$ cat src/mwu_ram.sv
module mwu_ram #(
  parameter int WIDTH = 8,
  parameter int DEPTH = 16
) (
  input  logic                     clk,
  input  logic                     we,
  input  logic [$clog2(DEPTH)-1:0] waddr,
  input  logic [WIDTH-1:0]         wdata,
  input  logic [$clog2(DEPTH)-1:0] raddr,
  output logic [WIDTH-1:0]         rdata
);

  logic [WIDTH-1:0] mem [DEPTH];

  // One write port, one registered read port.
  always_ff @(posedge clk) begin
    if (we) begin
      mem[waddr] <= wdata;
    end
    rdata <= mem[raddr];
  end

endmodule

$ cat config.mk
export PLATFORM = sky130hd
export DESIGN_NAME = mwu_ram
export DESIGN_NICKNAME = d
export VERILOG_FILES = /design/src/mwu_ram.sv
export SDC_FILE = /design/constraint.sdc
export NUM_CORES = 1
export LEC_CHECK = 0
export CORE_UTILIZATION = 67
export CTS_CLUSTER_DIAMETER = 120
export DETAILED_ROUTE_END_ITERATION = 7
export DONT_BUFFER_PORTS = 1
export HOLD_SLACK_MARGIN = 0.02
export PLACE_DENSITY_LB_ADDON = 0.12
export SLEW_MARGIN = 20
export SYNTH_ARGS = -nofsm -noshare
export SYNTH_HDL_FRONTEND = slang
export SYNTH_SLANG_ARGS = --single-unit
$ cat constraint.sdc
create_clock -name clk -period 3.8 [get_ports clk]
set_clock_uncertainty 0.1 [all_clocks]
set_input_delay 0.57 -clock clk [delete_from_list [all_inputs] [get_ports clk]]
set_output_delay 0.57 -clock clk [all_outputs]
set_load 0.005 [all_outputs]
==> flow_metrics.py <==
metrics = {
    "status": {
        "outcome": "complete, no violations",
    },
    "global_routing": {
        "grt_max_degree": 33,
        "antenna_found_initial": 0,
        "grt_pass1_wl_um": 14300,
        "grt_pass1_vias": 2392,
        "grt_overflow_total": 0,
        "grtUsageTotal_pct": 27.9,
    },
    "clock_tree": {
        "post_cts_buffers": 0,
        "cts_tree": "done",
        "cts_hold_buf": 0,
        "cts.sinks": 136,
        "clock_latency_ns": 0.51,
        "clk_pin_slew_ns": 0.06,
        "cts_buffer_depth": 2,
        "htree_levels": 4,
        "cts_resized": 0,
        "cts-root-buf": "clkbuf_8",
        "cts_buffers": 17,
    },
    "synth": {
        "synth_area_leader_cell": "edfxtp_1",
        "synth_top_area_share_pct": 74.7,
        "synthesis.instances": 229,
        "syn-num-nets": 247,
        "netlist_area_mm2": 0.00515,
        "synth_cell_types": 19,
        "syn_avg_cell_area_um2": 22.5,
        "yosys_warnings": 0,
        "ys_seq_elements": 136,
        "synth-seq-area-share_pct": 77.8,
        "synth_area_leaders": "edfxtp_1 (75%), mux4_2 (7.9%), mux4_1 (7.1%)",
    },
    "worst_setup_path": {
        "worstPathArrival_ns": 1.69,
        "crit_path_top_delay_cell": "nor2_1",
        "critPathBufInv": 0,
        "endpoint_kind": "register",
        "path_max_fanout": 8,
        "cp_top_family": "simple AND/OR/NAND/NOR gates",
        "cpPeakStageDelay_ns": 0.61,
        "path_class": "in -> reg",
        "path_cells": "or3b_2 > nor2_1",
        "worstPathRequired_ns": 3.84,
        "cp-start-kind": "input port",
    },
    "die": {
        "rows": 31,
        "start_util_pct": 70.2,
        "coreArea_mm2": 0.00733,
        "die_area_mm2": 0.00804,
        "boundaryPins": 26,
        "fp.dieH_um": 89.7,
        "die_w_um": 89.7,
    },
    "cells_and_area": {
        "num_antenna_cells": 0,
        "stdcell_count": 350,
        "seq_area_mm2": 0.00400,
        "fillers": 326,
        "utilization_pct": 79.4,
        "drive_gt1_share_pct": 21.9,
        "multi_input_area_mm2": 0.00108,
        "layout_common_cells": "edfxtp_1 (128), mux4_2 (18), a22oi_1 (16), clkbuf_16 (16), mux4_1 (14)",
        "area.growth.synth_to_final_pct": 13.0,
        "nets": 256,
        "final_common_cell": "edfxtp_1",
        "fin_area_mm2": 0.00582,
    },
    "routing": {
        "routedWlPerCell_um": 27.8,
        "first_iter_violations": 236,
        "drt-total-wl_um": 9740,
        "wl_met1_um": 3870,
        "topRoutingLayerUsed": "met4",
        "wl_met2_um": 4980,
        "vias_per_cell": 6.79,
        "antenna_left": 0,
        "num_vias": 2375,
        "first_pass_iters": 4,
        "route.met3.wl_um": 751,
        "drc_errors": 0,
    },
    "sta": {
        "finalMaxSlewViolations": 0,
        "setup_tns_ns": 0,
        "fin_crit_ns": 1.65,
        "max-slew-margin-rel_pct": 44.3,
        "worstMarginPinSlew_ns": 0.832,
        "max_freq_ghz": 0.608,
        "hold_violations": 0,
        "finalCritPeriodShare_pct": 43.3,
        "setup_violations": 0,
        "hold_ws_ns": 0.0471,
        "grt_setup_unrepaired": "no",
    },
    "min_path": {
        "hp-class": "in -> reg",
    },
    "place": {
        "dpl_cell_area_mm2": 0.00518,
        "hpwlAfterDp_um": 5560,
        "portBuffers": 0,
        "dp_cells": 318,
        "place.gp.congestion": 0.777,
    },
    "power_and_ir_drop": {
        "leakage_uw": 0.00188,
        "ir_worst_vdd_mv": 0.443,
        "power.density_mw_per_mm2": 590,
    },
    "flow_run": {
        "cap_viol_max_count": 0,
    },
}
-- path summary, 6_finish.rpt --
kind | startpoint | cells after the start | slack (ns) | end
setup / recovery | waddr[2] | 2 | 2.15 | mem[2][4]
hold / removal | wdata[1] | 0 | 0.05 | mem[5][1]
setup reg to reg | mem[1][5] | 3 | 2.19 | rdata[5]
hold reg to reg | mem[12][1] | 3 | 0.58 | rdata[1]
-- state kept, by name, summed over array words and instances, names as in the netlist --
name,cells
mem,128
rdata,8
-- per-stage QoR --
step	total power [µW]	setup slack, ns
floorplan	1800	1.64
global placement	1800	1.49
detailed placement	1810	1.32
CTS	3440	1.86
global route	3520	2.15
finish	3430	2.15
-- report_power, final --
part	internal [µW]	switching [µW]
Sequential	1680	12.0
Combinational	47.4	43.1
Clock	1040	613
Total	2760	668
-- synthesized netlist by cell type, drive strengths merged --
library cell   number
and2b               1
nor2b               1
nor2               13
edfxtp            128
a22oi              16
and2                1
nor3                4
buf                 7
or3b                1
nand2b              2
dfxtp               8
nand2               9
nand3b              2
mux4               32
nand3               1
clkdlybuf4s25       3
-- per-layer routing --
metal / vias up / global-route usage, %
li1: 992 / -
met1: 1223 / 39.8
met2: 147 / 43.0
met3: 13 / 6.86
met4: 0 / 10.2
met5: - / 0
-- final cells by class --
type                       instances  area share, %
tap                               99           2.13
sequential                       136           68.8
multi-input combinational         83           18.5
clock inverter                    13           2.95
clock buffer                      19           7.59
-- cells by family (layout without fill, tap and decap cells) --
family | after synthesis | count (layout) | synth area share, %
AOI/OAI and AO/OA | 16 | 16 | 2.33
buffers and inverters | 10 | 32 | 1.68
DFF | 136 | 136 | 77.8
muxes | 32 | 32 | 15.0
and+or+nand+nor | 35 | 35 | 3.18
(Power assumes the default switching activity.)
